**src/design/mieu_pkg.sv**
```systemverilog
// ----------------------------------------------------------------------------
// mieu_pkg
// Types and instruction codes shared by the integer execute unit.
// ----------------------------------------------------------------------------
package mieu_pkg;

   localparam logic REQ_EXEC    = 1'b0;
   localparam logic REQ_PRELOAD = 1'b1;

   localparam logic [5:0] OP_SPECIAL = 6'h00;
   localparam logic [5:0] OP_J       = 6'h02;
   localparam logic [5:0] OP_JAL     = 6'h03;
   localparam logic [5:0] OP_BEQ     = 6'h04;
   localparam logic [5:0] OP_BNE     = 6'h05;
   localparam logic [5:0] OP_BLEZ    = 6'h06;
   localparam logic [5:0] OP_BGTZ    = 6'h07;
   localparam logic [5:0] OP_ADDI    = 6'h08;
   localparam logic [5:0] OP_ADDIU   = 6'h09;
   localparam logic [5:0] OP_SLTI    = 6'h0A;
   localparam logic [5:0] OP_SLTIU   = 6'h0B;
   localparam logic [5:0] OP_ANDI    = 6'h0C;
   localparam logic [5:0] OP_ORI     = 6'h0D;
   localparam logic [5:0] OP_XORI    = 6'h0E;
   localparam logic [5:0] OP_LUI     = 6'h0F;
   localparam logic [5:0] OP_LB      = 6'h20;
   localparam logic [5:0] OP_LH      = 6'h21;
   localparam logic [5:0] OP_LW      = 6'h23;
   localparam logic [5:0] OP_LBU     = 6'h24;
   localparam logic [5:0] OP_LHU     = 6'h25;
   localparam logic [5:0] OP_SB      = 6'h28;
   localparam logic [5:0] OP_SH      = 6'h29;
   localparam logic [5:0] OP_SW      = 6'h2B;

   localparam logic [5:0] FN_SLL     = 6'h00;
   localparam logic [5:0] FN_SRL     = 6'h02;
   localparam logic [5:0] FN_SRA     = 6'h03;
   localparam logic [5:0] FN_JR      = 6'h08;
   localparam logic [5:0] FN_JALR    = 6'h09;
   localparam logic [5:0] FN_SYSCALL = 6'h0C;
   localparam logic [5:0] FN_MFHI    = 6'h10;
   localparam logic [5:0] FN_MTHI    = 6'h11;
   localparam logic [5:0] FN_MFLO    = 6'h12;
   localparam logic [5:0] FN_MTLO    = 6'h13;
   localparam logic [5:0] FN_MULT    = 6'h18;
   localparam logic [5:0] FN_MULTU   = 6'h19;
   localparam logic [5:0] FN_DIV     = 6'h1A;
   localparam logic [5:0] FN_DIVU    = 6'h1B;
   localparam logic [5:0] FN_ADD     = 6'h20;
   localparam logic [5:0] FN_ADDU    = 6'h21;
   localparam logic [5:0] FN_SUB     = 6'h22;
   localparam logic [5:0] FN_SUBU    = 6'h23;
   localparam logic [5:0] FN_AND     = 6'h24;
   localparam logic [5:0] FN_OR      = 6'h25;
   localparam logic [5:0] FN_XOR     = 6'h26;
   localparam logic [5:0] FN_NOR     = 6'h27;
   localparam logic [5:0] FN_SLT     = 6'h2A;
   localparam logic [5:0] FN_SLTU    = 6'h2B;

   localparam logic [4:0] REG_V0 = 5'd2;
   localparam logic [4:0] REG_A0 = 5'd4;
   localparam logic [4:0] REG_A1 = 5'd5;
   localparam logic [4:0] REG_RA = 5'd31;

   typedef enum logic [2:0] {
      K_PRELOAD,
      K_SIMPLE,
      K_MULT,
      K_DIV,
      K_LOAD,
      K_STORE,
      K_SYSCALL,
      K_UNKNOWN
   } kind_type;

   typedef struct packed {
      kind_type    kind;
      logic [31:0] iw;
      logic [15:0] pre_addr;
      logic [7:0]  pre_byte;
   } entry_type;

   typedef struct packed {
      logic [15:0] next_pc;
      logic        reg_written;
      logic [4:0]  reg_index;
      logic [31:0] reg_value;
      logic        syscall_seen;
      logic [31:0] syscall_code;
      logic [31:0] syscall_arg_a;
      logic [31:0] syscall_arg_b;
      logic        status;
   } result_type;

endpackage

```
**src/design/mieu_if.sv**
```systemverilog
// ----------------------------------------------------------------------------
// mieu_if
// Request, response and control register channels of the execute unit.
// ----------------------------------------------------------------------------
interface mieu_req_if;
   logic        valid;
   logic        ready;
   logic        opcode;
   logic [31:0] instruction_word;
   logic [15:0] preload_address;
   logic [7:0]  preload_byte;
   modport source (output valid, opcode, instruction_word, preload_address,
                   preload_byte, input ready);
   modport sink (input valid, opcode, instruction_word, preload_address,
                 preload_byte, output ready);
endinterface


```
**src/design/mieu_front.sv**
```systemverilog
// ----------------------------------------------------------------------------
// mieu_front
// Request intake: classifies each request and pushes it into the queue.
// ----------------------------------------------------------------------------
module mieu_front (
   mieu_req_if.sink             req_ch,
   output logic                 push_valid,
   input  logic                 push_ready,
   output mieu_pkg::entry_type  push_data
);
   import mieu_pkg::*;

   logic [5:0] op;
   logic [5:0] fn;
   kind_type   kind;

   assign op = req_ch.instruction_word[31:26];
   assign fn = req_ch.instruction_word[5:0];

   always_comb begin
      kind = K_UNKNOWN;
      if (req_ch.opcode == REQ_PRELOAD) begin
         kind = K_PRELOAD;
      end else if (op == OP_SPECIAL) begin
         case (fn)
            FN_SLL, FN_SRL, FN_SRA, FN_JR, FN_JALR, FN_MFHI, FN_MTHI, FN_MFLO,
            FN_MTLO, FN_ADD, FN_ADDU, FN_SUB, FN_SUBU, FN_AND, FN_OR, FN_XOR,
            FN_NOR, FN_SLT, FN_SLTU: kind = K_SIMPLE;
            FN_SYSCALL:              kind = K_SYSCALL;
            FN_MULT, FN_MULTU:       kind = K_MULT;
            FN_DIV, FN_DIVU:         kind = K_DIV;
            default:                 kind = K_UNKNOWN;
         endcase
      end else begin
         case (op)
            OP_J, OP_JAL, OP_BEQ, OP_BNE, OP_BLEZ, OP_BGTZ, OP_ADDI, OP_ADDIU,
            OP_SLTI, OP_SLTIU, OP_ANDI, OP_ORI, OP_XORI, OP_LUI: kind = K_SIMPLE;
            OP_LB, OP_LH, OP_LW, OP_LBU, OP_LHU:               kind = K_LOAD;
            OP_SB, OP_SH, OP_SW:                               kind = K_STORE;
            default:                                           kind = K_UNKNOWN;
         endcase
      end
   end

   assign push_valid         = req_ch.valid;
   assign req_ch.ready       = push_ready;
   assign push_data.kind     = kind;
   assign push_data.iw       = req_ch.instruction_word;
   assign push_data.pre_addr = req_ch.preload_address;
   assign push_data.pre_byte = req_ch.preload_byte;

endmodule

```
**src/flat_wrapper.sv**
```systemverilog
// flat-port wrapper written by rule: the top's interface ports become plain ports
module mieu_front_flat import mieu_pkg::*;
  (push_valid, push_ready, push_data, req_ch_valid, req_ch_opcode, req_ch_instruction_word, req_ch_preload_address, req_ch_preload_byte, req_ch_ready);
  mieu_req_if req_ch_i ();
  output logic push_valid;
  input  logic push_ready;
  output mieu_pkg::entry_type push_data;
  input wire logic [$bits(req_ch_i.valid)-1:0] req_ch_valid;
  input wire logic [$bits(req_ch_i.opcode)-1:0] req_ch_opcode;
  input wire logic [$bits(req_ch_i.instruction_word)-1:0] req_ch_instruction_word;
  input wire logic [$bits(req_ch_i.preload_address)-1:0] req_ch_preload_address;
  input wire logic [$bits(req_ch_i.preload_byte)-1:0] req_ch_preload_byte;
  output wire logic [$bits(req_ch_i.ready)-1:0] req_ch_ready;
  assign req_ch_i.valid = req_ch_valid;
  assign req_ch_i.opcode = req_ch_opcode;
  assign req_ch_i.instruction_word = req_ch_instruction_word;
  assign req_ch_i.preload_address = req_ch_preload_address;
  assign req_ch_i.preload_byte = req_ch_preload_byte;
  assign req_ch_ready = req_ch_i.ready;
  mieu_front u_core (.req_ch(req_ch_i), .push_valid(push_valid), .push_ready(push_ready), .push_data(push_data));
endmodule
```
**config.mk**
```make
export PLATFORM = sky130hd
export DESIGN_NAME = mieu_front_flat
export DESIGN_NICKNAME = d
export VERILOG_FILES = /design/src/design/mieu_pkg.sv /design/src/design/mieu_if.sv /design/src/design/mieu_front.sv /design/src/flat_wrapper.sv
export SDC_FILE = /design/constraint.sdc
export NUM_CORES = 1
export LEC_CHECK = 0
export BUFFER_PORTS_ARGS = -buffer_cell sky130_fd_sc_hd__buf_2
export CAP_MARGIN = 10
export CORE_MARGIN = 2
export CORE_UTILIZATION = 28
export DETAILED_ROUTE_END_ITERATION = 10
export PLACE_DENSITY = 0.84
export SYNTH_ARGS = -nofsm -noshare
export SYNTH_HDL_FRONTEND = slang
export SYNTH_SLANG_ARGS = --single-unit
```
**constraint.sdc**
```tcl
create_clock -name vclk -period 1.2
set_input_delay 0.12 -clock vclk [all_inputs]
set_output_delay 0.12 -clock vclk [all_outputs]
set_load 0.05 [all_outputs]
```
Word-level counts from Yosys, hierarchy flattened
Memory sizes are Yosys's and may differ from the RTL's.
Cells that the tools add are included.
- logic and storage cells: 5
- register bits: 0
- output and inout port bits: 61
- memories kept: 2
- input port bits: 59
- bits in read-only memories: 384
- reductions and logical operators: 1
- mux-type cells: 2
- memory list (name ; depth ; width ; read ports ; clocked after Yosys merged registers in ; write ports ; line ; text):
    (no name shown) ; 64 ; 3 ; 1 ; 0 ; 0 ; mieu_front.sv:25 ; case (fn)
    (no name shown) ; 64 ; 3 ; 1 ; 0 ; 0 ; mieu_front.sv:35 ; case (op)
- operator list (operator ; number):
    $logic_not 6->1 ; 1
    $mux 3 ; 2

Depth between registers and ports, before layout
Gate-level depths: netlist (run 1).
- depth in word-level cells: 3
- depth in mapped cells: 4
- depth with buffers taken out: 4

Worst setup path after synthesis (run 1)
Ideal clock, no wire load.
- path kind: input port to output port
- start point: input req_ch_instruction_word[2]
- end point: output push_data[56] (netlist name)
- slack: -480 ps
- data arrival time: 1560 ps
- path buffers: 0
- stages on the path: 4
- required time: 1080 ps
- cell sequence: inv_1 > or3_1 > a21oi_1 > a211oi_1
- RTL lines (element ; line ; text):
    start, declared ; flat_wrapper.sv:10 ; input wire logic [$bits(req_ch_i.instruction_word)-1:0] req_ch_instruction_word;
    end, declared ; flat_wrapper.sv:7 ; output mieu_pkg::entry_type push_data;

==> metrics.md, run 1 <==
| Metric | Value |
|---|---|
| Outcome | `finished, violations left` |
| Failing checks | `setup timing` |
| Top-count cell post-synth | `buf_4` |
| Pwr dens | `between 500 and 600 nW/um^2` |
| Antenna viol nets, final | `0` |
| Diode count | `0` |
| Fraction of layout cells with a size suffix above 1 | `around two thirds` |
| Synth Net Count | `150` |
| Initial antenna violation count | `0` |
| Top cell type's share of synthesized area | `between 60% and 70%` |
| Detailed Place HPWL | `between 1 and 1.5 mm` |
| Placed insts | `slightly above 100` |
| Fin worst setup slack | `-151 ps` |
| Setup CP Type | `input port to primary output` |
| Fin. max-slew vios | `0` |
| Crit Path Max Fanout | `2` |
| I/O pin cnt | `120` |
| CP Capture Type | `primary output` |
| Vias in the first global route | `roughly 400` |
| Top cells by area, synth | `buf_4 (66%), a21oi_1 (5.3%), nor4_4 (3.2%), a211oi_1 (2.3%), or2b_1 (2.3%)` |
| Seq/Total Area, Yosys | `0%` |
| Final Non-Filler Cells | `~100` |
| Post-synthesis cell count | `91` |
| Layout area overhead | `-17.3%` |
| Hold crit path type | `input port to primary output` |
| Max_cap viols | `0` |
| CORE AREA | `around 2200 sq um` |
| Sequential share of power | `0%` |
| Via count | `between 400 and 500` |
| Clk pwr share | `0%` |
| Endpoints failing setup | `3` |
| Routed len/inst | `roughly 15 microns` |
| Min Hold Slack | `around 240 ps` |
| Slew @ Worst Pin | `263 ps` |
| Worst Setup Start Kind | `input port` |
| Layout Nets | `135` |
| 1st-pass router iterations | `3` |
| RSZ-0062 raised after global routing | `yes` |
| Pleak | `~0.27 nW` |
| Largest net degree at the start of global routing | `7` |
| WP data required | `approximately 1100 ps` |
| Net Sw Frac | `a little under two thirds` |
| GPL Wtd Cong | `between 0.8 and 0.9` |
| Top post-synthesis cells by count | `buf_4 (58), a21oi_1 (7), nand2_1 (3)` |
| Count of final hold-check violations | `0` |
| Switching Power | `around 0.17 mW` |
| Die area | `roughly 2800 sq um` |
| Initial Util | `about 30%` |
| First-pass GRT wire length | `2.16 mm` |
| Internal Power | `between 0.09 and 0.1 mW` |
| Biggest area consumer among synthesized cells | `buf_4` |
| Max transition margin | `~82%` |
| Cell Rows | `17` |
| Ys Warns | `0` |
| Comb power frac | `100.0%` |
| Post-synthesis instance area | `approximately 660 sq um` |
| Clock buffers | `0` |
| FF+latch count | `0` |
| GRT Total Usage | `9.98%` |
| CP arrival | `around 1200 ps` |
| Die W | `52.5 microns` |
| Final Cycle Share | `113%` |
| Avg Cell Area, Syn | `about 7.2 sq um` |
| Vias per cell | `4.54` |
| VDD IR max | `between 0.0002 and 0.00025 V` |
| Yosys cell types | `22` |
| Die height | `roughly 53 microns` |
| DRC errors left | `0` |
| Register Area | `0 sq um` |
| Starting DRC count in detailed routing | `10` |
| Max Fclk | `roughly 0.74 GHz` |
| Cts hold-fix bufs | `0` |
| Port buffer count | `28` |
| Tmin final | `around 1400 ps` |
| Aggregate routed wire length | `between 1.5 and 2 mm` |
| GRT overflow | `0` |
==> logic make-up (layout without fill, tap and decap cells) <==
group                  count (synthesis)  after routing  synth area share [%]
AOI/OAI and AO/OA                     15             15                  14.4
buffers and inverters                 60             43                  67.2
and+or+nand+nor                       16             16                  18.4
==> path summary, 6_finish.rpt <==
kind / end / cells after the start / startpoint
worst max-delay path: push_data[58] / 6 / req_ch_instruction_word[27]
worst min-delay path: push_data[16] / 0 / req_ch_preload_address[8]
==> worst max-delay path, stage by stage <==
cell	delay, ps
buf_6	90
or3_4	390
nor4_4	160
o31a_1	220
a21boi_4	70
buf_6	160
==> cell type report <==
| class | instances | area [sq um] |
|---|---|---|
| fillers | 258 | 1670 |
| well taps | 28 | 35.0 |
| repair buffers | 41 | 263 |
| multi-input cells | 31 | 240 |
| inverters | 2 | 7.51 |
==> metrics by stage <==
stage | cell area (sq um) | power [mW] | setup WS [ps] | TNS, ps | util, %
2_1_floorplan | 683 | 0.599 | -35.8 | -72.0 | -
5_1_grt | 546 | 0.292 | -199 | -557 | 24.7
3_5_place_dp | 513 | 0.260 | -250 | -655 | 23.2
3_3_place_gp | 513 | 0.259 | -225 | -573 | 23.2
4_1_cts | 546 | 0.276 | -166 | -432 | 24.7
6_report | 546 | 0.274 | -151 | -388 | 24.7
==> power by group through the flow <==
stage | clock network, mW | registers, mW | logic, mW
finish | 0 | 0 | 0.274
global route | 0 | 0 | 0.292
CTS | 0 | 0 | 0.276
detailed placement | 0 | 0 | 0.260
global placement | 0 | 0 | 0.259
floorplan | 0 | 0 | 0.599
==> cells in the final DEF, fill, tap and decap left out, drive strengths merged, types with 2 or more instances in the layout <==
cell type / synthesis / final
a21oi: 8 / 8
nor2: 2 / 2
or3: 2 / 2
a211oi: 2 / 2
nand2: 3 / 3
inv: 2 / 2
buf: 58 / 41
nand3: 2 / 2
or2b: 2 / 2
==> metal layers <==
| layer | vias up | global-route usage [%] | wire length (microns) |
|---|---|---|---|
| met5 | - | 0 | 0 |
| met3 | 8 | 5.71 | 281 |
| li1 | 211 | - | - |
| met2 | 44 | 16.9 | 722 |
| met1 | 200 | 10.4 | 483 |
| met4 | 0 | 2.99 | 39 |
==> repair_timing <==
item | in CTS | in global routing
buffers inserted | 1 | 0
cloned | 0 | 0
resized for setup | 7 | 0
endpoints found under the setup margin | 3 | 3
Note: power is estimated with default switching activity, not from simulation.
==> run 2: changes to the inputs <==
- TNS_END_PERCENT: default -> 20
==> run 2 against run 1 <==
The flow still finishes with violations (setup timing); maximum frequency rose by 0.14%; die area unchanged; clock-buffer cell count stayed put; critical path depth stayed put; critical endpoint unchanged; largest cell class unchanged.
==> metrics.md, run 2 (synthesis results as in run 1) <==
| Metric | Value |
|---|---|
| Max_cap viols | `0` |
| Post-Route Setup TNS | `-381 ps` |
| Slew @ Worst Pin | `roughly 260 ps` |
| Max stage delay on crit path | `around 390 ps` |
| Largest net degree at the start of global routing | `7` |
| Cell Rows | `17` |
| Cell Area, Placed | `about 500 sq um` |
| Port buffer count | `28` |
| Vias in the first global route | `between 400 and 500` |
| Worst path cell trace | `buf_6 > or3_4 > nor4_4 > o31a_1 > a21boi_4 > buf_6` |
| Initial Util | `29.8%` |
| Final Cycle Share | `112%` |
| Detailed Place HPWL | `approximately 1.4 mm` |
| Routed len/inst | `about 15 microns` |
| DRC errors left | `0` |
| Initial antenna violation count | `0` |
| CP Capture Type | `primary output` |
| CORE AREA | `approximately 2200 sq um` |
| RSZ-0062 raised after global routing | `yes` |
| Worst hold stages | `0` |
| Setup Fix Bufs, Post-CTS | `0` |
| GPL Wtd Cong | `slightly above 0.8` |
| Starting DRC count in detailed routing | `10` |
| Clock buffers | `0` |
| Antenna viol nets, final | `0` |
| Layout area overhead | `-18.4%` |
| Endpoints failing setup | `3` |
| Register Area | `0 sq um` |
| Place WS | `-250 ps` |
| Layout Nets | `approximately 130` |
| CP max-delay cell | `or3_4` |
| Tmin final | `1350 ps` |
| Fraction of layout cells with a size suffix above 1 | `64.4%` |
| FF+latch count | `0` |
| Via count | `between 400 and 500` |
| 1st-pass router iterations | `3` |
| Diode count | `0` |
| Die height | `about 53 microns` |
| Hold crit path type | `input port to primary output` |
| Cell mode on critical path | `buf_6` |
| Crit path max-delay family | `simple AND/OR/NAND/NOR gates` |
| WP data required | `~1100 ps` |
| Crit Path Max Fanout | `2` |
| GRT overflow | `0` |
| Pleak | `between 0.2 and 0.3 nW` |
| Pwr dens | `503 nW/um^2` |
| Pwr Total | `~0.27 mW` |
| Most common cell after layout, fill and taps aside | `buf_2` |
| Worst Hold End | `push_data[16]` |
| Vias per cell | `about 4.5` |
| Max transition margin | `between 80% and 90%` |
| Die area | `~2800 sq um` |
| I/O pin cnt | `120` |
| Die W | `between 50 and 60 microns` |
| Max Fclk | `approximately 0.74 GHz` |
| VDD IR max | `approximately 0.00020 V` |
| Final Core Density | `24.3%` |
| Fin worst setup slack | `-149 ps` |
| GRT Total Usage | `slightly below 10%` |
| Count of final hold-check violations | `0` |
| Layout Cell Area excl Fill | `around 540 sq um` |
| Fin. max-slew vios | `0` |
| WP buf/inv | `2` |
| Most frequent cells in the layout | `buf_2 (24), buf_4 (12), a21oi_1 (7), buf_6 (4), nand2_1 (3)` |
| First-pass GRT wire length | `roughly 2.1 mm` |
| Outcome | `finished, violations left` |
| Failing checks | `setup timing` |
| Hold Startpoint | `req_ch_preload_address[8]` |
| Worst Setup Start Kind | `input port` |
| Setup CP Type | `input port to primary output` |
| Aggregate routed wire length | `about 1.5 mm` |
| CP arrival | `about 1200 ps` |
| Filler cells | `between 200 and 300` |
-- run 2: cell types whose count changed in the layout (fill, tap and decap cells not counted) --
cell	before	now
buf_4	13	12
-- run 2: what timing repair did --
action | 4_1_cts | 5_1_grt
cloned | 0 | 0
hold buffers | 0 | 0
endpoints found under the setup margin | 3 | 3
pin swaps | 0 | 0
gates resized for setup | 7 | 0
-- run 2: worst max path at each step --
stage,startpoint,slack [ps],to,cells after the start
global placement,req_ch_instruction_word[27],-220,push_data[57],6
detailed placement,req_ch_instruction_word[27],-250,push_data[57],6
CTS,req_ch_instruction_word[27],-170,push_data[58],6
floorplan,req_ch_instruction_word[27],-40,push_data[58],4
global route,req_ch_instruction_word[27],-200,push_data[58],6
finish,req_ch_instruction_word[27],-150,push_data[58],6
-- run 2: power by group --
| group | internal (mW) | switching (mW) | total, mW |
|---|---|---|---|
| Combinational | 0.0969 | 0.174 | 0.271 |
| Sequential | 0 | 0 | 0 |
| Clock | 0 | 0 | 0 |
| Total | 0.0969 | 0.174 | 0.271 |
-- run 2: per-layer routing --
| layer | up-vias | routed length, microns | GRT usage (%) |
|---|---|---|---|
| met5 | - | 0 | 0 |
| met4 | 0 | 39 | 2.99 |
| met3 | 8 | 281 | 5.71 |
| met2 | 44 | 708 | 16.7 |
| met1 | 196 | 478 | 10.0 |
| li1 | 209 | - | - |
-- run 2: area by class of cell --
| cell class | instances | area (sq um) | share of cell area (%) |
|---|---|---|---|
| timing repair buffer | 40 | 255 | 47.4 |
| inverter | 2 | 7.51 | 1.40 |
| multi-input combinational | 31 | 240 | 44.7 |
| tap | 28 | 35.0 | 6.51 |
-- run 2: through the flow --
stage | cells | hold slack, ps
2_1_floorplan | 91 | 332
3_3_place_gp | 101 | 240
3_5_place_dp | 101 | 240
4_1_cts | 101 | 240
5_1_grt | 101 | 240
6_report | 101 | 240
==> run 3: changes to the inputs <==
- REMOVE_ABC_BUFFERS: default -> 1
==> run 3 against run 2 <==
The flow still finishes with violations (setup timing); sequential share of layout area unchanged; combinational power down 6%; die area unchanged; non-clock buffer count down 2; cell count down 2.0%; clock-buffer cell count unchanged; critical endpoint unchanged.
==> metrics.md, run 3 (synthesis results as in run 1) <==
| Metric | Value |
|---|---|
| Outcome | `finished, violations left` |
| Failing checks | `setup timing` |
| Fin. max-slew vios | `0` |
| Die height | `between 50 and 60 microns` |
| Final Cycle Share | `111%` |
| GRT overflow | `0` |
| Starting DRC count in detailed routing | `5` |
| Largest net degree at the start of global routing | `9` |
| Die W | `roughly 53 microns` |
| WP data required | `roughly 1100 ps` |
| Vias in the first global route | `about 480` |
| Initial Util | `29.8%` |
| Fin worst setup slack | `-135 ps` |
| Slew @ Worst Pin | `about 250 ps` |
| Min Hold Slack | `about 240 ps` |
| Register Area | `0 sq um` |
| Max Fclk | `~0.75 GHz` |
| Crit Path Max Fanout | `2` |
| Place WS | `-209 ps` |
| Aggregate routed wire length | `3.67 mm` |
| Port buffer count | `28` |
| Most common cell after layout, fill and taps aside | `buf_2` |
| Vias per cell | `around 5.2` |
| Setup Fix Bufs, Post-CTS | `0` |
| CORE AREA | `between 2000 and 2500 sq um` |
| CP arrival | `~1200 ps` |
| GPL Wtd Cong | `roughly 0.86` |
| Count of final hold-check violations | `0` |
| Antenna viol nets, final | `0` |
| RSZ-0062 raised after global routing | `yes` |
| Max_cap viols | `0` |
| Most frequent cells in the layout | `buf_2 (23), buf_4 (12), a21oi_1 (7), nand2_1 (3), buf_6 (3)` |
| Cell Rows | `17` |
| VDD IR max | `approximately 0.00013 V` |
| Hold crit path type | `input port to primary output` |
| 1st-pass router iterations | `2` |
| Pwr Total | `between 0.2 and 0.3 mW` |
| Diode count | `0` |
| Initial antenna violation count | `0` |
| Max transition margin | `83.4%` |
| Layout Cell Area excl Fill | `498 sq um` |
| Worst Setup Start Kind | `input port` |
| FF+latch count | `0` |
| First-pass GRT wire length | `roughly 4.2 mm` |
| Pwr dens | `roughly 500 nW/um^2` |
| Layout area overhead | `-24.5%` |
| Clock buffers | `0` |
| Cts hold-fix bufs | `0` |
| Cell Area, Placed | `between 400 and 500 sq um` |
| GRT Total Usage | `between 20% and 30%` |
| Post-Route Setup TNS | `-355 ps` |
| Layout Nets | `about 130` |
| DRC errors left | `0` |
| Detailed Place HPWL | `about 3.5 mm` |
| Endpoints failing setup | `3` |
| Routed len/inst | `about 37 microns` |
| Tmin final | `1340 ps` |
| I/O pin cnt | `120` |
| Die area | `about 2800 sq um` |
| CP Capture Type | `primary output` |
| Via count | `515` |
| Fraction of layout cells with a size suffix above 1 | `60.6%` |
| Pleak | `0.245 nW` |
| Filler cells | `roughly 270` |
| Setup CP Type | `input port to primary output` |
run 3: path summary, 6_finish.rpt:
path | start | endpoint | slack [ps] | cells after the start
worst min-delay path | req_ch_instruction_word[24] | push_data[48] | 240 | 0
worst max-delay path | req_ch_instruction_word[27] | push_data[58] | -140 | 6
run 3: worst max-delay path: stages:
cell	delay, ps
buf_6	90
or3_4	390
nor4_4	170
o31a_1	180
a21boi_1	60
buf_4	200
run 3: per-stage QoR:
| stage | util [%] | std cells |
|---|---|---|
| after detailed placement | 21.4 | 99 |
| after global placement | 21.4 | 99 |
| final | 22.5 | 99 |
| after global routing | 22.5 | 99 |
| after floorplan | - | 33 |
| after CTS | 22.5 | 99 |
run 3: layout make-up:
cell class / count / area (sq um) / share of cell area [%]
inverters: 2 / 7.51 / 1.51
well taps: 28 / 35.0 / 7.04
multi-input cells: 31 / 216 / 43.5
repair buffers: 38 / 239 / 48.0
run 3: timing repair:
action	in CTS	in global routing
pin swaps	1	0
resized for setup	6	0
setup endpoints to repair	3	3
run 3: metal layers:
metal | routed length, microns | up-vias | global-route usage, %
met5 | 0 | - | 0
li1 | - | 204 | -
met2 | 1850 | 69 | 45.6
met4 | 228 | 0 | 12.8
met1 | 646 | 232 | 12.6
met3 | 944 | 10 | 29.1
run 3: power breakdown:
part           switching, mW  internal, mW
clock                      0             0
combinational          0.169        0.0872
sequential                 0             0
total                  0.169        0.0872
