<file path="src/design/mieu_pkg.sv">
// ----------------------------------------------------------------------------
// mieu_pkg
// Types and instruction codes shared by the integer execute unit.
// ----------------------------------------------------------------------------
package mieu_pkg;

   localparam logic REQ_EXEC    = 1'b0;
   localparam logic REQ_PRELOAD = 1'b1;

   localparam logic [5:0] OP_SPECIAL = 6'h00;
   localparam logic [5:0] OP_J       = 6'h02;
   localparam logic [5:0] OP_JAL     = 6'h03;
   localparam logic [5:0] OP_BEQ     = 6'h04;
   localparam logic [5:0] OP_BNE     = 6'h05;
   localparam logic [5:0] OP_BLEZ    = 6'h06;
   localparam logic [5:0] OP_BGTZ    = 6'h07;
   localparam logic [5:0] OP_ADDI    = 6'h08;
   localparam logic [5:0] OP_ADDIU   = 6'h09;
   localparam logic [5:0] OP_SLTI    = 6'h0A;
   localparam logic [5:0] OP_SLTIU   = 6'h0B;
   localparam logic [5:0] OP_ANDI    = 6'h0C;
   localparam logic [5:0] OP_ORI     = 6'h0D;
   localparam logic [5:0] OP_XORI    = 6'h0E;
   localparam logic [5:0] OP_LUI     = 6'h0F;
   localparam logic [5:0] OP_LB      = 6'h20;
   localparam logic [5:0] OP_LH      = 6'h21;
   localparam logic [5:0] OP_LW      = 6'h23;
   localparam logic [5:0] OP_LBU     = 6'h24;
   localparam logic [5:0] OP_LHU     = 6'h25;
   localparam logic [5:0] OP_SB      = 6'h28;
   localparam logic [5:0] OP_SH      = 6'h29;
   localparam logic [5:0] OP_SW      = 6'h2B;

   localparam logic [5:0] FN_SLL     = 6'h00;
   localparam logic [5:0] FN_SRL     = 6'h02;
   localparam logic [5:0] FN_SRA     = 6'h03;
   localparam logic [5:0] FN_JR      = 6'h08;
   localparam logic [5:0] FN_JALR    = 6'h09;
   localparam logic [5:0] FN_SYSCALL = 6'h0C;
   localparam logic [5:0] FN_MFHI    = 6'h10;
   localparam logic [5:0] FN_MTHI    = 6'h11;
   localparam logic [5:0] FN_MFLO    = 6'h12;
   localparam logic [5:0] FN_MTLO    = 6'h13;
   localparam logic [5:0] FN_MULT    = 6'h18;
   localparam logic [5:0] FN_MULTU   = 6'h19;
   localparam logic [5:0] FN_DIV     = 6'h1A;
   localparam logic [5:0] FN_DIVU    = 6'h1B;
   localparam logic [5:0] FN_ADD     = 6'h20;
   localparam logic [5:0] FN_ADDU    = 6'h21;
   localparam logic [5:0] FN_SUB     = 6'h22;
   localparam logic [5:0] FN_SUBU    = 6'h23;
   localparam logic [5:0] FN_AND     = 6'h24;
   localparam logic [5:0] FN_OR      = 6'h25;
   localparam logic [5:0] FN_XOR     = 6'h26;
   localparam logic [5:0] FN_NOR     = 6'h27;
   localparam logic [5:0] FN_SLT     = 6'h2A;
   localparam logic [5:0] FN_SLTU    = 6'h2B;

   localparam logic [4:0] REG_V0 = 5'd2;
   localparam logic [4:0] REG_A0 = 5'd4;
   localparam logic [4:0] REG_A1 = 5'd5;
   localparam logic [4:0] REG_RA = 5'd31;

   typedef enum logic [2:0] {
      K_PRELOAD,
      K_SIMPLE,
      K_MULT,
      K_DIV,
      K_LOAD,
      K_STORE,
      K_SYSCALL,
      K_UNKNOWN
   } kind_type;

   typedef struct packed {
      kind_type    kind;
      logic [31:0] iw;
      logic [15:0] pre_addr;
      logic [7:0]  pre_byte;
   } entry_type;

   typedef struct packed {
      logic [15:0] next_pc;
      logic        reg_written;
      logic [4:0]  reg_index;
      logic [31:0] reg_value;
      logic        syscall_seen;
      logic [31:0] syscall_code;
      logic [31:0] syscall_arg_a;
      logic [31:0] syscall_arg_b;
      logic        status;
   } result_type;

endpackage

</file>
<file path="src/design/mieu_queue.sv">
// ----------------------------------------------------------------------------
// mieu_queue
// Two-entry queue between request intake and execution.
// ----------------------------------------------------------------------------
module mieu_queue (
   input  logic                clock,
   input  logic                reset,
   input  logic                push_valid,
   output logic                push_ready,
   input  mieu_pkg::entry_type push_data,
   output logic                pop_valid,
   input  logic                pop_ready,
   output mieu_pkg::entry_type pop_data
);
   import mieu_pkg::*;

   entry_type  slot_ff [2];
   logic       wr_ptr_ff, wr_ptr_in;
   logic       rd_ptr_ff, rd_ptr_in;
   logic [1:0] count_ff, count_in;
   logic       do_push, do_pop;

   assign push_ready = (count_ff != 2'd2);
   assign pop_valid  = (count_ff != 2'd0);
   assign pop_data   = slot_ff[rd_ptr_ff];
   assign do_push    = push_valid && push_ready;
   assign do_pop     = pop_valid && pop_ready;

   always_comb begin
      wr_ptr_in = do_push ? ~wr_ptr_ff : wr_ptr_ff;
      rd_ptr_in = do_pop ? ~rd_ptr_ff : rd_ptr_ff;
      count_in  = count_ff + {1'b0, do_push} - {1'b0, do_pop};
   end

   always_ff @(posedge clock) begin
      if (reset) begin
         wr_ptr_ff <= 1'b0;
         rd_ptr_ff <= 1'b0;
         count_ff  <= 2'd0;
      end else begin
         wr_ptr_ff <= wr_ptr_in;
         rd_ptr_ff <= rd_ptr_in;
         count_ff  <= count_in;
      end
      if (do_push) begin
         slot_ff[wr_ptr_ff] <= push_data;
      end
   end

endmodule

</file>
<file path="config.mk">
export PLATFORM = sky130hd
export DESIGN_NAME = mieu_queue
export DESIGN_NICKNAME = d
export VERILOG_FILES = /design/src/design/mieu_pkg.sv /design/src/design/mieu_queue.sv
export SDC_FILE = /design/constraint.sdc
export NUM_CORES = 1
export LEC_CHECK = 0
export ABC_AREA = 1
export ABC_CLOCK_PERIOD_IN_PS = 3800
export BUFFER_PORTS_ARGS = -buffer_cell sky130_fd_sc_hd__buf_4
export CAP_MARGIN = 10
export CORE_MARGIN = 4
export CORE_UTILIZATION = 47
export CTS_CLUSTER_DIAMETER = 50
export CTS_CLUSTER_SIZE = 25
export DETAILED_ROUTE_END_ITERATION = 12
export PLACE_DENSITY = 0.76
export SYNTH_ARGS = -nofsm -noshare
export SYNTH_HDL_FRONTEND = slang
export SYNTH_SLANG_ARGS = --single-unit
</file>
<file path="constraint.sdc">
create_clock -name clock -period 3.8 [get_ports clock]
set_input_delay 0.76 -clock clock [delete_from_list [all_inputs] [get_ports clock]]
set_output_delay 0.76 -clock clock [all_outputs]
set_load 0.05 [all_outputs]
</file>
# --- After elaboration in Yosys (flattened, before gate mapping) ---
# Memory sizes are Yosys's and may differ from the RTL's. A register that Yosys moved wholly into a read port is not among the register bits.
# Index checks and enable logic that the tools add are counted.
op_classes:
  addsub: 2
  n_eq_ne: 1
  muxes: 4
  bitwise_logic: 2
  n_reduce_logical: 3
op_table:
  columns: ["op", "n"]
  rows:
  - ["1-bit two-way mux", 4]
  - ["2-bit by 1-bit adder with 2-bit output", 1]
  - ["1-bit logical AND", 2]
  - ["2-bit != test, second input constant", 1]
  - ["1-bit NOT", 2]
  - ["2-bit nonzero test", 1]
  - ["2-bit by 1-bit subtractor with 2-bit output", 1]
totals:
  regBits: 4
  mem_bits_rw: 118
  in_bits: 63
  output_inout_bits: 61
  word_cells: 16
  mem_count: 1
mem_list:
  columns: ["memory", "words", "word_bits", "rd", "rd_clocked_by_memory_dff", "wr", "line_no", "text"]
  rows:
  - ["slot_ff", 2, 59, 1, 1, 1, "mieu_queue.sv:17", "entry_type slot_ff [2];"]

# --- Depth between registers and ports, before layout ---
# Gate-level depths: netlist (run 1).
logic_depth:
  word_depth: 4
  ltp_mapped: 11
  ltp_nobuf: 11

# --- Least setup slack after synthesis (run 1) ---
# OpenSTA, ideal clock, no wires.
synth_timing:
  path_type: "reg2reg"
  startpoint: "register count_ff[0]"
  endpoint: "memory slot_ff[0][0] in the netlist's numbering, enable pin"
  setup_ns: 0.476
  arrival_time_ns: 3.402
  t_required_ns: 3.324
  path_slack_ns: -0.078
  stages_incl_launch_ff: 5
  n_path_buf: 0
  synth_period_minus_slack_ns: 3.878
  cell_sequence: "dfxtp_1 > inv_1 > nand2_1 > nand2_1 > nor2_1"
synth_via:
  elab_chain_cells: 4
synth_lines:
  columns: ["element", "line_no", "text"]
  rows:
  - ["start: declaration", "mieu_queue.sv:20", "logic [1:0] count_ff, count_in;"]
  - ["start signal: assignment", "mieu_queue.sv:43", "count_ff <= count_in;"]
  - ["2-bit != test", "mieu_queue.sv:23", "assign push_ready = (count_ff != 2'd2);"]
  - ["via push_ready", "mieu_queue.sv:9", "output logic push_ready,"]
  - ["1-bit logical AND", "mieu_queue.sv:26", "assign do_push = push_valid && push_ready;"]
  - ["1-bit two-way mux", "mieu_queue.sv:45", "if (do_push) begin"]
  - ["1-bit two-way mux (implied by the code)", "mieu_queue.sv:46", "slot_ff[wr_ptr_ff] <= push_data;"]
  - ["end: declaration", "mieu_queue.sv:17", null]
# The timed path passes the listed nets, and every way through them passes these cells.

==> impl_results.md, run 1 <==
* Run status: finished, final reports clean
* DRC violations left at 0
* DPL Wire Length at 5.43 mm
* Arrival time reported for the critical path endpoint at about 2.1 ns
* Static leakage at roughly 0.0024 µW
* Count of cells along the worst hold path at 2
* CP cell instances: buf_12 > mux2_2 > buf_4
* Hold buffer count at CTS at 0
* Final GP Congestion at between 0.7 and 0.8
* Gate Count Post-Synth at roughly 220
* Most used flip-flop cell after synthesis: edfxtp_1
* Worst hold path type: primary input to register
* Number of antenna violations at the first check in global routing at 0
* Distinct cells, synth at 13
* Worst VDD drop at 0.000450 V
* Combined area of the multi-input logic cells at 823 µm²
* First-pass GRT wire length at approximately 13 mm
* Min cycle time layout at between 2 and 3 ns
* Period Utilization, post-route at 0.763
* Die width at ~110 µm
* RSZ-0062 raised after global routing: no
* Total of buffers placed on input and output ports at 123
* Number of placement rows at 35
* Diodes inserted at 0
* Wire length after detailed routing at a little over 8 mm
* Die extent in y at 106 µm
* Synth async-reset ratio at 0
* Skew final at 0.00609 ns
* Synthesis Warnings at 0
* Sequential standard cell area at roughly 3600 µm²
* TritonCTS clock tree: done
* Effective utilization at floorplan at 0.487
* Slowest stage cell, crit path: dfxtp_2
* Sum of negative setup slack at 0 ns
* Clock buffers created by TritonCTS at 17
* Most instantiated library cell after synthesis: edfxtp_1
* Placeable core region at about 9300 µm²
* Sequential-to-total area share from yosys stat at 0.801
* Post-synthesis cell type with the largest combined area: edfxtp_1
* Final hold violation count at 0
* Count of H-tree levels built during CTS at 4
* Total power density per cell area at between 700 and 800 nW/µm²
* Slew Viols, Final at 0
* Total Die Area at about 11000 µm²
* Average via count per standard cell at about 4.8
* Residual antenna-violating net count after detailed routing at 0
* Post-synthesis register bit count at approximately 120
* Crit path largest cell delay at 0.72 ns
* Clock network latency to the later pin of the worst-skew pair at ~0.5 ns
* Type of the setup path with the least slack: register to output port
* Portion of synthesized cell area occupied by the leading cell type at 0.779
* Number of top-level pins at 124
* Maximum fanout along the worst path at 37
* Congestion Overflow GR at 0
* Worst-margin pin slew at 0.787 ns
* Number of optimization iterations in the first detailed-route pass at 4
* Buffer levels on the longest clock path at 2
* Register clock-pin slew on the reported worst setup and hold paths at approximately 0.060 ns
* Most frequent cells after synthesis: 118 x edfxtp_1, 49 x mux2_2, 10 x mux2_4
* Synth-to-layout area growth at 37.0%
* Synthesized area per cell at 20.6 µm²
* Worst-case reg-to-reg path depth at 5
* Worst Path Required at 3.04 ns
* Cells taking the most area after synthesis: edfxtp_1 78%, mux2_2 12%, mux2_4 3.3%, dfxtp_1 2.2%, nor2_1 0.74%
* Total of max-cap violations at 0
* Post-synth EDFFs at between 100 and 150
* Post-layout util at 0.668
* Clk sinks at around 120
* Final Net Count at 425
* Number of global-route vias before repair at approximately 2600
* # Post-CTS Setup Buffers at 0
* Count of instances resized after the clock tree is built at 0
* Nets in the synthesized netlist at 286
* Number of setup violations in the final report at 0
* Type of element capturing the critical path: output port
* Max Clk Rate at ~350 MHz
* Pin count of the biggest net entering global routing at 38
* Fraction of final layout cells with drive strength greater than 1 at 0.587
* Post-synthesis cell area at 4550 µm²
* Avg WL per Cell at 16.1 µm
* Startpoint types: register
* Root buffer cell: clkbuf_8
* Number of vias after detailed routing at ~2400
* Max-slew headroom at 0.474
* Tot GR Track Use at 0.150
* Violation count after the first detailed-routing iteration at approximately 90
* Layout fillers at 655
[layer usage]
layer / vias up / share of wire / global-route usage
met2: 84 / 0.51 / 0.250
met4: 0 / 0.0040 / 0.0527
li1: 1128 / - / -
met3: 2 / 0.067 / 0.0571
met1: 1178 / 0.42 / 0.178
met5: - / 0 / 0
[stage by stage]
stage               setup WS (ns)  total power, µW  hold WS, ns  area (µm²)  instances
CTS                         0.837             5020        0.395        6230        502
global placement             1.38             3430        0.493        5640        470
finish                      0.902             4960        0.429        6230        502
floorplan                   0.891             2980        0.467        4550        221
detailed placement           1.39             3440        0.501        5640        470
global route                0.795             5160        0.408        6230        502
[layout by cell type (no fill, tap or decap), types with 2 or more instances in the layout]
master	Yosys	final
a21oi_1	2	2
buf_12	0	2
buf_4	0	125
bufinv_16	0	3
clkbuf_16	0	16
clkinv_2	0	2
clkinv_4	0	2
clkinvlp_4	0	4
dfxtp_1	5	4
edfxtp_1	118	118
ha_1	2	2
inv_1	8	7
mux2_2	49	49
mux2_4	10	10
nand2_1	8	8
nand3_1	3	3
nor2_1	9	8
[cell type report]
class	count	area share
multi-input combinational	83	0.132
clock buffer	18	0.0671
timing repair buffer	127	0.157
tap	129	0.0259
clock inverter	14	0.0275
inverter	8	0.00482
sequential	123	0.585
[final timing paths]
| check | startpoint | endpoint | slack, ns |
|---|---|---|---|
| setup / recovery | register | pop_data[8] | 0.90 |
| hold / removal | reset | count_ff[0] | 0.43 |
| hold reg to reg | rd_ptr_ff | rd_ptr_ff | 0.53 |
| setup reg to reg | count_ff[0] | slot_ff[0][11] | 1.84 |
[sequential cells by signal (all words and copies together), names as in the netlist, named ones only]
name       count
wr_ptr_ff      1
slot_ff      118
count_ff       2
rd_ptr_ff      1
[power breakdown]
part | internal [µW] | switching [µW]
sequential | 1720 | 78.6
clock | 1000 | 563
combinational | 547 | 1050
total | 3270 | 1700
[logic make-up (layout without fill, tap and decap cells)]
| logic type | after synthesis | after routing | share of synthesized area |
|---|---|---|---|
| and+or+nand+nor | 20 | 20 | 0.0173 |
| muxes | 59 | 59 | 0.154 |
| AOI/OAI and AO/OA | 2 | 2 | 0.00220 |
| buffers and inverters | 15 | 167 | 0.0193 |
| adders and majority gates | 2 | 2 | 0.00550 |
| DFF | 123 | 123 | 0.801 |
[critical path: cells and delay by family, from the launching register on]
family                 cells  cell delay (ns)
buffers and inverters      2             0.49
muxes                      1             0.37
DFF                        1             0.72
No activity file was read; power rests on OpenSTA's default activity.
==> run 2: changes to the inputs <==
--- a/config.mk
+++ b/config.mk
@@ -6,15 +6,15 @@
 export NUM_CORES = 1
 export LEC_CHECK = 0
 export ABC_AREA = 1
-export ABC_CLOCK_PERIOD_IN_PS = 3800
+export ABC_CLOCK_PERIOD_IN_PS = 2900
 export BUFFER_PORTS_ARGS = -buffer_cell sky130_fd_sc_hd__buf_4
 export CAP_MARGIN = 10
 export CORE_MARGIN = 4
-export CORE_UTILIZATION = 47
+export CORE_UTILIZATION = 52
 export CTS_CLUSTER_DIAMETER = 50
 export CTS_CLUSTER_SIZE = 25
 export DETAILED_ROUTE_END_ITERATION = 12
-export PLACE_DENSITY = 0.76
+export PLACE_DENSITY = 0.79
 export SYNTH_ARGS = -nofsm -noshare
 export SYNTH_HDL_FRONTEND = slang
 export SYNTH_SLANG_ARGS = --single-unit
==> constraint.sdc (replaced) <==
create_clock -name clock -period 2.9 [get_ports clock]
set_input_delay 0.58 -clock clock [delete_from_list [all_inputs] [get_ports clock]]
set_output_delay 0.58 -clock clock [all_outputs]
set_load 0.05 [all_outputs]
==> impl_results.md, run 2 (synthesis results as in run 1) <==
* Run status: finished, final reports clean
* GR Util met3 at 0.0702 (+0.0132)
* Final Net Count at 427 (+0.47%)
* Register clock-pin slew on the reported worst setup and hold paths at 0.05 ns (about the same)
* Number of setup violations in the final report at 0 (unchanged)
* Congestion Overflow GR at 0 (unchanged)
* Highest-utilization routing layer at the global route stage: met2
* Sequential Power Share at 0.367 (+0.005)
* Number of top-level pins at 124 (unchanged)
* Count of H-tree levels built during CTS at 4 (unchanged)
* Root buffer cell: clkbuf_8
* Die extent in y at 102 µm (-4.6%)
* Avg WL per Cell at 17.5 µm (+8.7%)
* Hold buffer count at CTS at 0 (unchanged)
* Register ranked first by flip-flop count: slot_ff
* Type of element capturing the critical path: output port
* Type of the setup path with the least slack: register to output port
* Static leakage at 0.00238 µW (-0.56%)
* Slew Viols, Final at 0 (unchanged)
* Min cycle time layout at 2.44 ns
* Diodes inserted at 0 (unchanged)
* Max-slew headroom at 0.584 (+0.110)
* Worst hold path type: primary input to register
* Startpoint types: register
* Final hold violation count at 0 (unchanged)
* Wire length after detailed routing at 8.36 mm (+3.5%)
* Pin count of the biggest net entering global routing at 36 (-5.3%)
* GRT met2 Usage at 0.291 (+0.0415)
* Placeable core region at 8340 µm² (-11%)
* Total Die Area at 10300 µm² (-8.9%)
* Violation count after the first detailed-routing iteration at 59 (-34%)
* Die width at 102 µm (-4.6%)
* Number of placement rows at 33 (-5.7%)
* Number of vias after detailed routing at 2383 (-0.38%)
* Fraction of final layout cells with drive strength greater than 1 at 0.576 (-0.0107)
* Number of optimization iterations in the first detailed-route pass at 6 (+2)
* Total power density per cell area at 1030 nW/µm² (+29%)
* Maximum fanout along the worst path at 35 (-5.4%)
* Sum of negative setup slack at 0 ns (unchanged)
* Clk sinks at 123 (unchanged)
* Worst VDD drop at 0.000641 V (+42%)
* Synth-to-layout area growth at 35.3%
* Portion of total power attributed to the clock network at 0.293 (-0.022)
* Commonest cells after routing, fill and taps aside: 127 x buf_4, 118 x edfxtp_1, 49 x mux2_2, 16 x clkbuf_16, 10 x mux2_4
* Final GP Congestion at 0.739 (+0.49%)
* # Post-CTS Setup Buffers at 0 (unchanged)
* Effective utilization at floorplan at 0.545 (+0.0577)
* Layout fillers at 533 (-19%)
* Fraction of met1 tracks used by global routing at 0.188 (+0.0101)
* Max Clk Rate at 410 MHz
* RSZ-0062 raised after global routing: no
* Registers with the highest flip-flop counts: slot_ff x118, count_ff x2
* Skew final at 0.00934 ns (+0.00325 ns)
* Worst-margin pin slew at 0.622 ns (-0.165 ns)
* Average via count per standard cell at 4.99 (+4.6%)
* Arrival time reported for the critical path endpoint at 1.86 ns (-0.28 ns)
* Total of buffers placed on input and output ports at 123 (unchanged)
* Total of max-cap violations at 0 (unchanged)
* Combinational cell fraction of total power at 0.339 (+0.016)
* DRC violations left at 0 (unchanged)
* TritonCTS clock tree: done
* Clock buffers created by TritonCTS at 17 (unchanged)
* DPL Wire Length at 5.86 mm (+7.8%)
* Buffer levels on the longest clock path at 2 (unchanged)
* Residual antenna-violating net count after detailed routing at 0 (unchanged)
* First-pass GRT wire length at 12.8 mm (-0.54%)
* Worst Path Required at 2.32 ns (-0.72 ns)
* Tot GR Track Use at 0.167 (+0.0169)
* Most common cell after layout, fill and taps aside: buf_4
* NetSw at 2160 µW (+27%)
* Number of global-route vias before repair at 2644 (+1.6%)
* Clock network latency to the later pin of the worst-skew pair at 0.49 ns (about the same)
* Period Utilization, post-route at 0.842
* Cell Int Power at 4160 µW (+28%)
* Placed inst area at 5620 µm² (-0.27%)
* Count of instances resized after the clock tree is built at 0 (unchanged)
* Non-Filler Cell Area, Final at 6150 µm² (-1.2%)
* Flip-flop count of the largest register after layout at 118 (unchanged)
* Sw frac at 0.341 (-0.000580)
* Number of antenna violations at the first check in global routing at 0 (unchanged)
run 2: cell count changes in the layout (fill, tap and decap cells not counted), sizes merged:
cell | before | now
bufinv | 3 | 2
clkinvlp | 4 | 2
inv | 10 | 8
clkbuf | 18 | 19
buf | 127 | 129
clkinv | 5 | 7
run 2: worst paths after layout:
check                   start        endpoint  slack (ns)  cells after the start
hold / removal          reset     count_ff[0]        0.25                      2
hold reg to reg     rd_ptr_ff       rd_ptr_ff        0.51                      2
setup reg to reg  count_ff[0]  slot_ff[0][58]        1.10                      5
setup / recovery     register    pop_data[20]        0.46                      3
run 2: worst max-delay path, stage by stage, from the launching register on:
cell     delay, ns
dfxtp_2       0.32
buf_4         0.42
mux2_2        0.41
buf_4         0.19
run 2: per-layer routing:
layer / routed length [µm] / vias up
li1: - / 1131
met1: 3230 / 1161
met2: 4430 / 89
met3: 691 / 2
met4: 19 / 0
met5: 0 / -
run 2: power groups by stage:
stage | Clock (µW) | Combinational, µW | Sequential (µW)
4_1_cts | 1890 | 2170 | 2320
3_3_place_gp | 0 | 2150 | 2340
5_1_grt | 1970 | 2250 | 2340
3_5_place_dp | 0 | 2170 | 2360
2_1_floorplan | 0 | 1570 | 2340
6_report | 1850 | 2150 | 2320
run 2: area by class of cell:
cell class	count	area, µm²	area share
clock inverters	11	105	0.0171
multi-input cells	83	823	0.134
inverters	8	30.0	0.00488
clock buffers	19	422	0.0686
well taps	105	131	0.0214
flip-flops and latches	123	3640	0.593
repair buffers	129	993	0.162
run 2: metrics by stage:
stage	util	hold slack, ns	cells	power [µW]	setup WS (ns)
after floorplan	-	0.467	221	3910	0.370
after CTS	0.737	0.222	478	6390	0.428
after global placement	0.674	0.487	448	4480	0.958
after global routing	0.737	0.228	478	6570	0.375
final	0.737	0.245	478	6320	0.459
after detailed placement	0.674	0.498	448	4520	0.930
==> run 3: changes to the inputs <==
--- a/config.mk
+++ b/config.mk
@@ -5,8 +5,8 @@
 export SDC_FILE = /design/constraint.sdc
 export NUM_CORES = 1
 export LEC_CHECK = 0
-export ABC_AREA = 1
-export ABC_CLOCK_PERIOD_IN_PS = 2900
+export ABC_AREA = 0
+export ABC_CLOCK_PERIOD_IN_PS = 2400
 export BUFFER_PORTS_ARGS = -buffer_cell sky130_fd_sc_hd__buf_4
 export CAP_MARGIN = 10
 export CORE_MARGIN = 4
==> constraint.sdc (replaced) <==
create_clock -name clock -period 2.4 [get_ports clock]
set_input_delay 0.48 -clock clock [delete_from_list [all_inputs] [get_ports clock]]
set_output_delay 0.48 -clock clock [all_outputs]
set_load 0.05 [all_outputs]
==> impl_results.md, run 3 <==
* Run status: finished, final reports clean
* Sum of negative setup slack at 0 ns (unchanged)
* Most frequent cells after synthesis: 118 x edfxtp_1, 50 x mux2_2, 10 x mux2_4
* Dominant combinational cell family by area after synthesis: multiplexers
* Xor and xnor area share after synthesis at 0.00580 (+0.00580)
* Fraction of the mapped netlist area in adder cells at 0.00552 (+0.0000198)
* Portion of synthesized cell area occupied by the leading cell type at 0.782 (+0.00280)
* Most instantiated library cell after synthesis: edfxtp_1
* Violation count after the first detailed-routing iteration at 94 (+59%)
* Source of the worst hold timing path: push_data[41]
* Cell count after placement at 434 (-3.1%)
* Most common cell after layout, fill and taps aside: buf_4
* Cells taking the most area after synthesis: edfxtp_1 78%, mux2_2 12%, mux2_4 3.3%, dfxtp_1 2.2%, ha_1 0.55%
* Type of element capturing the critical path: output port
* Post-synth EDFFs at 118 (unchanged)
* Placement Setup Slack at 0.626 ns (-0.304 ns)
* Number of optimization iterations in the first detailed-route pass at 4 (-2)
* Fraction of final layout cells with drive strength greater than 1 at 0.603 (+0.0269)
* Total Die Area at 10300 µm² (-0.33%)
* Distinct cells, synth at 18 (+5)
* Register ranked first by flip-flop count: slot_ff
* Number of global-route vias before repair at 2584 (-2.3%)
* Number of placement rows at 33 (unchanged)
* Number of vias after detailed routing at 2351 (-1.3%)
* Synth-to-layout area growth at 34.4%
* Worst Path Required at 1.92 ns (-0.40 ns)
* Worst reg2reg path endpoint: count_ff[1]
* Nets in the synthesized netlist at 273 (-4.5%)
* Arrival time reported for the critical path endpoint at 1.79 ns (-0.07 ns)
* Count of cells along the worst hold path at 1 (-1)
* Clock network latency to the later pin of the worst-skew pair at 0.49 ns (about the same)
* Reg-to-reg startpoint: count_ff[0]
* Type of the setup path with the least slack: register to output port
* Final Net Count at 413 (-3.3%)
* Max Clk Rate at roughly 440 MHz
* Static leakage at 0.00232 µW (-2.3%)
* Final GP Congestion at 0.690 (-6.7%)
* Synthesis Warnings at 0 (unchanged)
* Synth async-reset ratio at 0 (unchanged)
* Pin count of the biggest net entering global routing at 47 (+31%)
* Post-synthesis register bit count at 123 (unchanged)
* Die extent in y at 101 µm (-0.17%)
* RSZ-0062 raised after global routing: no
* Total of max-cap violations at 0 (unchanged)
* Average via count per standard cell at 5.08 (+1.9%)
* Number of antenna violations at the first check in global routing at 0 (unchanged)
* Clk sinks at 123 (unchanged)
* Synthesized area per cell at 21.8 µm² (+5.9%)
* Count of H-tree levels built during CTS at 4 (unchanged)
* Number of setup violations in the final report at 0 (unchanged)
* Registers with the highest flip-flop counts: slot_ff x118, count_ff x2
* Commonest cells after routing, fill and taps aside: 127 x buf_4, 118 x edfxtp_1, 50 x mux2_2, 16 x clkbuf_16, 10 x mux2_4
* Clock buffers created by TritonCTS at 17 (unchanged)
* Sequential-to-total area share from yosys stat at 0.804 (+0.00288)
* Final hold violation count at 0 (unchanged)
* Min cycle time layout at between 2 and 2.5 ns
* Die width at 101 µm (-0.17%)
* CP cell instances: buf_4 > mux2_2 > buf_4
* First-pass GRT wire length at 12.8 mm (unchanged)
* Gate Count Post-Synth at 208 (-5.9%)
* Non-Filler Cell Area, Final at 6090 µm² (-1.0%)
* Count of non-filler cells in the finished layout at 463 (-3.1%)
* Placeable core region at 8340 µm² (unchanged)
* Worst-margin pin slew at 0.451 ns (-0.171 ns)
* Critical Path Most Common Cell: buf_4
* Post-synthesis share of cell area spent on and, or, nand and nor gates at 0.0119 (-0.00546)
* Skew final at 0.00780 ns (-0.00154 ns)
* Worst hold path type: primary input to register
* TritonCTS clock tree: done
* Number of top-level pins at 124 (unchanged)
* Placed inst area at 5590 µm² (-0.62%)
* DPL Wire Length at 5.50 mm (-6.0%)
* # Post-CTS Setup Buffers at 0 (unchanged)
* Maximum fanout along the worst path at 32 (-8.6%)
* Count of instances resized after the clock tree is built at 0 (unchanged)
* Residual antenna-violating net count after detailed routing at 0 (unchanged)
* Internal reg-to-reg setup slack at 0.66 ns (-0.44 ns)
* Flip-flop count of the largest register after layout at 118 (unchanged)
* Period Utilization, post-route at 0.946
* DRC violations left at 0 (unchanged)
* Avg WL per Cell at 17.9 µm (+2.1%)
* Most used flip-flop cell after synthesis: edfxtp_1
* Post-synthesis cell area at 4530 µm² (-0.36%)
* Total of buffers placed on input and output ports at 123 (unchanged)
* Worst Hold Endpoint: slot_ff[0][41]
* Diodes inserted at 0 (unchanged)
* Mux contribution to synthesized area at 0.157 (+0.00304)
* Post-synthesis cell type with the largest combined area: edfxtp_1
* Buffer levels on the longest clock path at 2 (unchanged)
* Tot GR Track Use at 0.169 (+0.00264)
* Slew Viols, Final at 0 (unchanged)
* Compound-gate portion of the synthesized area at 0.00166 (-0.000544)
* Effective utilization at floorplan at 0.543 (-0.00195)
* Startpoint types: register
* Worst VDD drop at 0.000675 V (+5.4%)
* Congestion Overflow GR at 0 (unchanged)
* Total power density per cell area at 1230 nW/µm² (+20%)
* Max-slew headroom at 0.699 (+0.115)
* Crit path largest cell delay at 0.40 ns (-0.02 ns)
* Worst-case reg-to-reg path depth at 8 (+3)
* Wire length after detailed routing at 8.27 mm (-1.1%)
* Register clock-pin slew on the reported worst setup and hold paths at 0.05 ns (about the same)
* Root buffer cell: clkbuf_8
* Slowest stage cell, crit path: mux2_2
* WHS at 0.169 ns (-0.0765 ns)
* Hold buffer count at CTS at 0 (unchanged)
* Final worst-path setup slack at 0.129 ns (-0.330 ns)
==> run 3: changes by cell type in the layout (fill, tap and decap cells not counted), moves of 2 or more <==
cell | previous run | this run
inv_1 | 7 | 1
nor2_1 | 8 | 4
nor2b_1 | 0 | 2
a21oi_1 | 2 | 0
nand3_1 | 3 | 0
nand2_1 | 8 | 1
xnor2_1 | 0 | 2
==> run 3: cell families after synthesis <==
| logic type | Yosys count |
|---|---|
| flip-flops | 123 |
| multiplexers | 60 |
| XOR/XNOR | 3 |
| buffers and inverters | 8 |
| adder cells (fa/ha/maj) | 2 |
| AO/OA/AOI/OAI | 1 |
| AND/OR/NAND/NOR | 11 |
==> run 3: worst max-delay path by stage <==
stage,startpoint,endpoint,slack (ns),cells after the start
detailed placement,register,pop_data[4],0.63,3
finish,register,pop_data[17],0.13,3
global placement,register,pop_data[13],0.62,3
global route,register,pop_data[14],0.04,3
CTS,register,pop_data[14],0.09,3
floorplan,count_ff[0],slot_ff[0][0],0.05,3
==> run 3: layout make-up <==
class	instances	area [µm²]
multi-input cells	77	835
repair buffers	128	973
fillers	559	2250
clock buffers	18	418
flip-flops and latches	123	3640
inverters	1	3.75
well taps	105	131
clock inverters	11	82.6
==> run 3: report_power, final <==
group / internal, µW / switching (µW)
sequential: 2700 / 78.6
combinational: 890 / 1710
clock: 1330 / 806
==> run 3: per-layer routing <==
layer | GRT usage | share of wire
met1 | 0.195 | 0.39
met2 | 0.286 | 0.52
met3 | 0.0654 | 0.085
met5 | 0 | 0
met4 | 0.0675 | 0.0064
==> run 3: worst max-delay path, delay by kind of cell, from the launching register on <==
family / cells / cell delay [ns]
buffers and inverters: 2 / 0.57
multiplexers: 1 / 0.40
flip-flops: 1 / 0.32
==> run 3: per-stage QoR <==
step | utilization | total power, µW
after floorplan | - | 4720
after global placement | 0.670 | 5410
after detailed placement | 0.670 | 5450
after CTS | 0.730 | 7610
after global routing | 0.730 | 7830
final | 0.730 | 7520
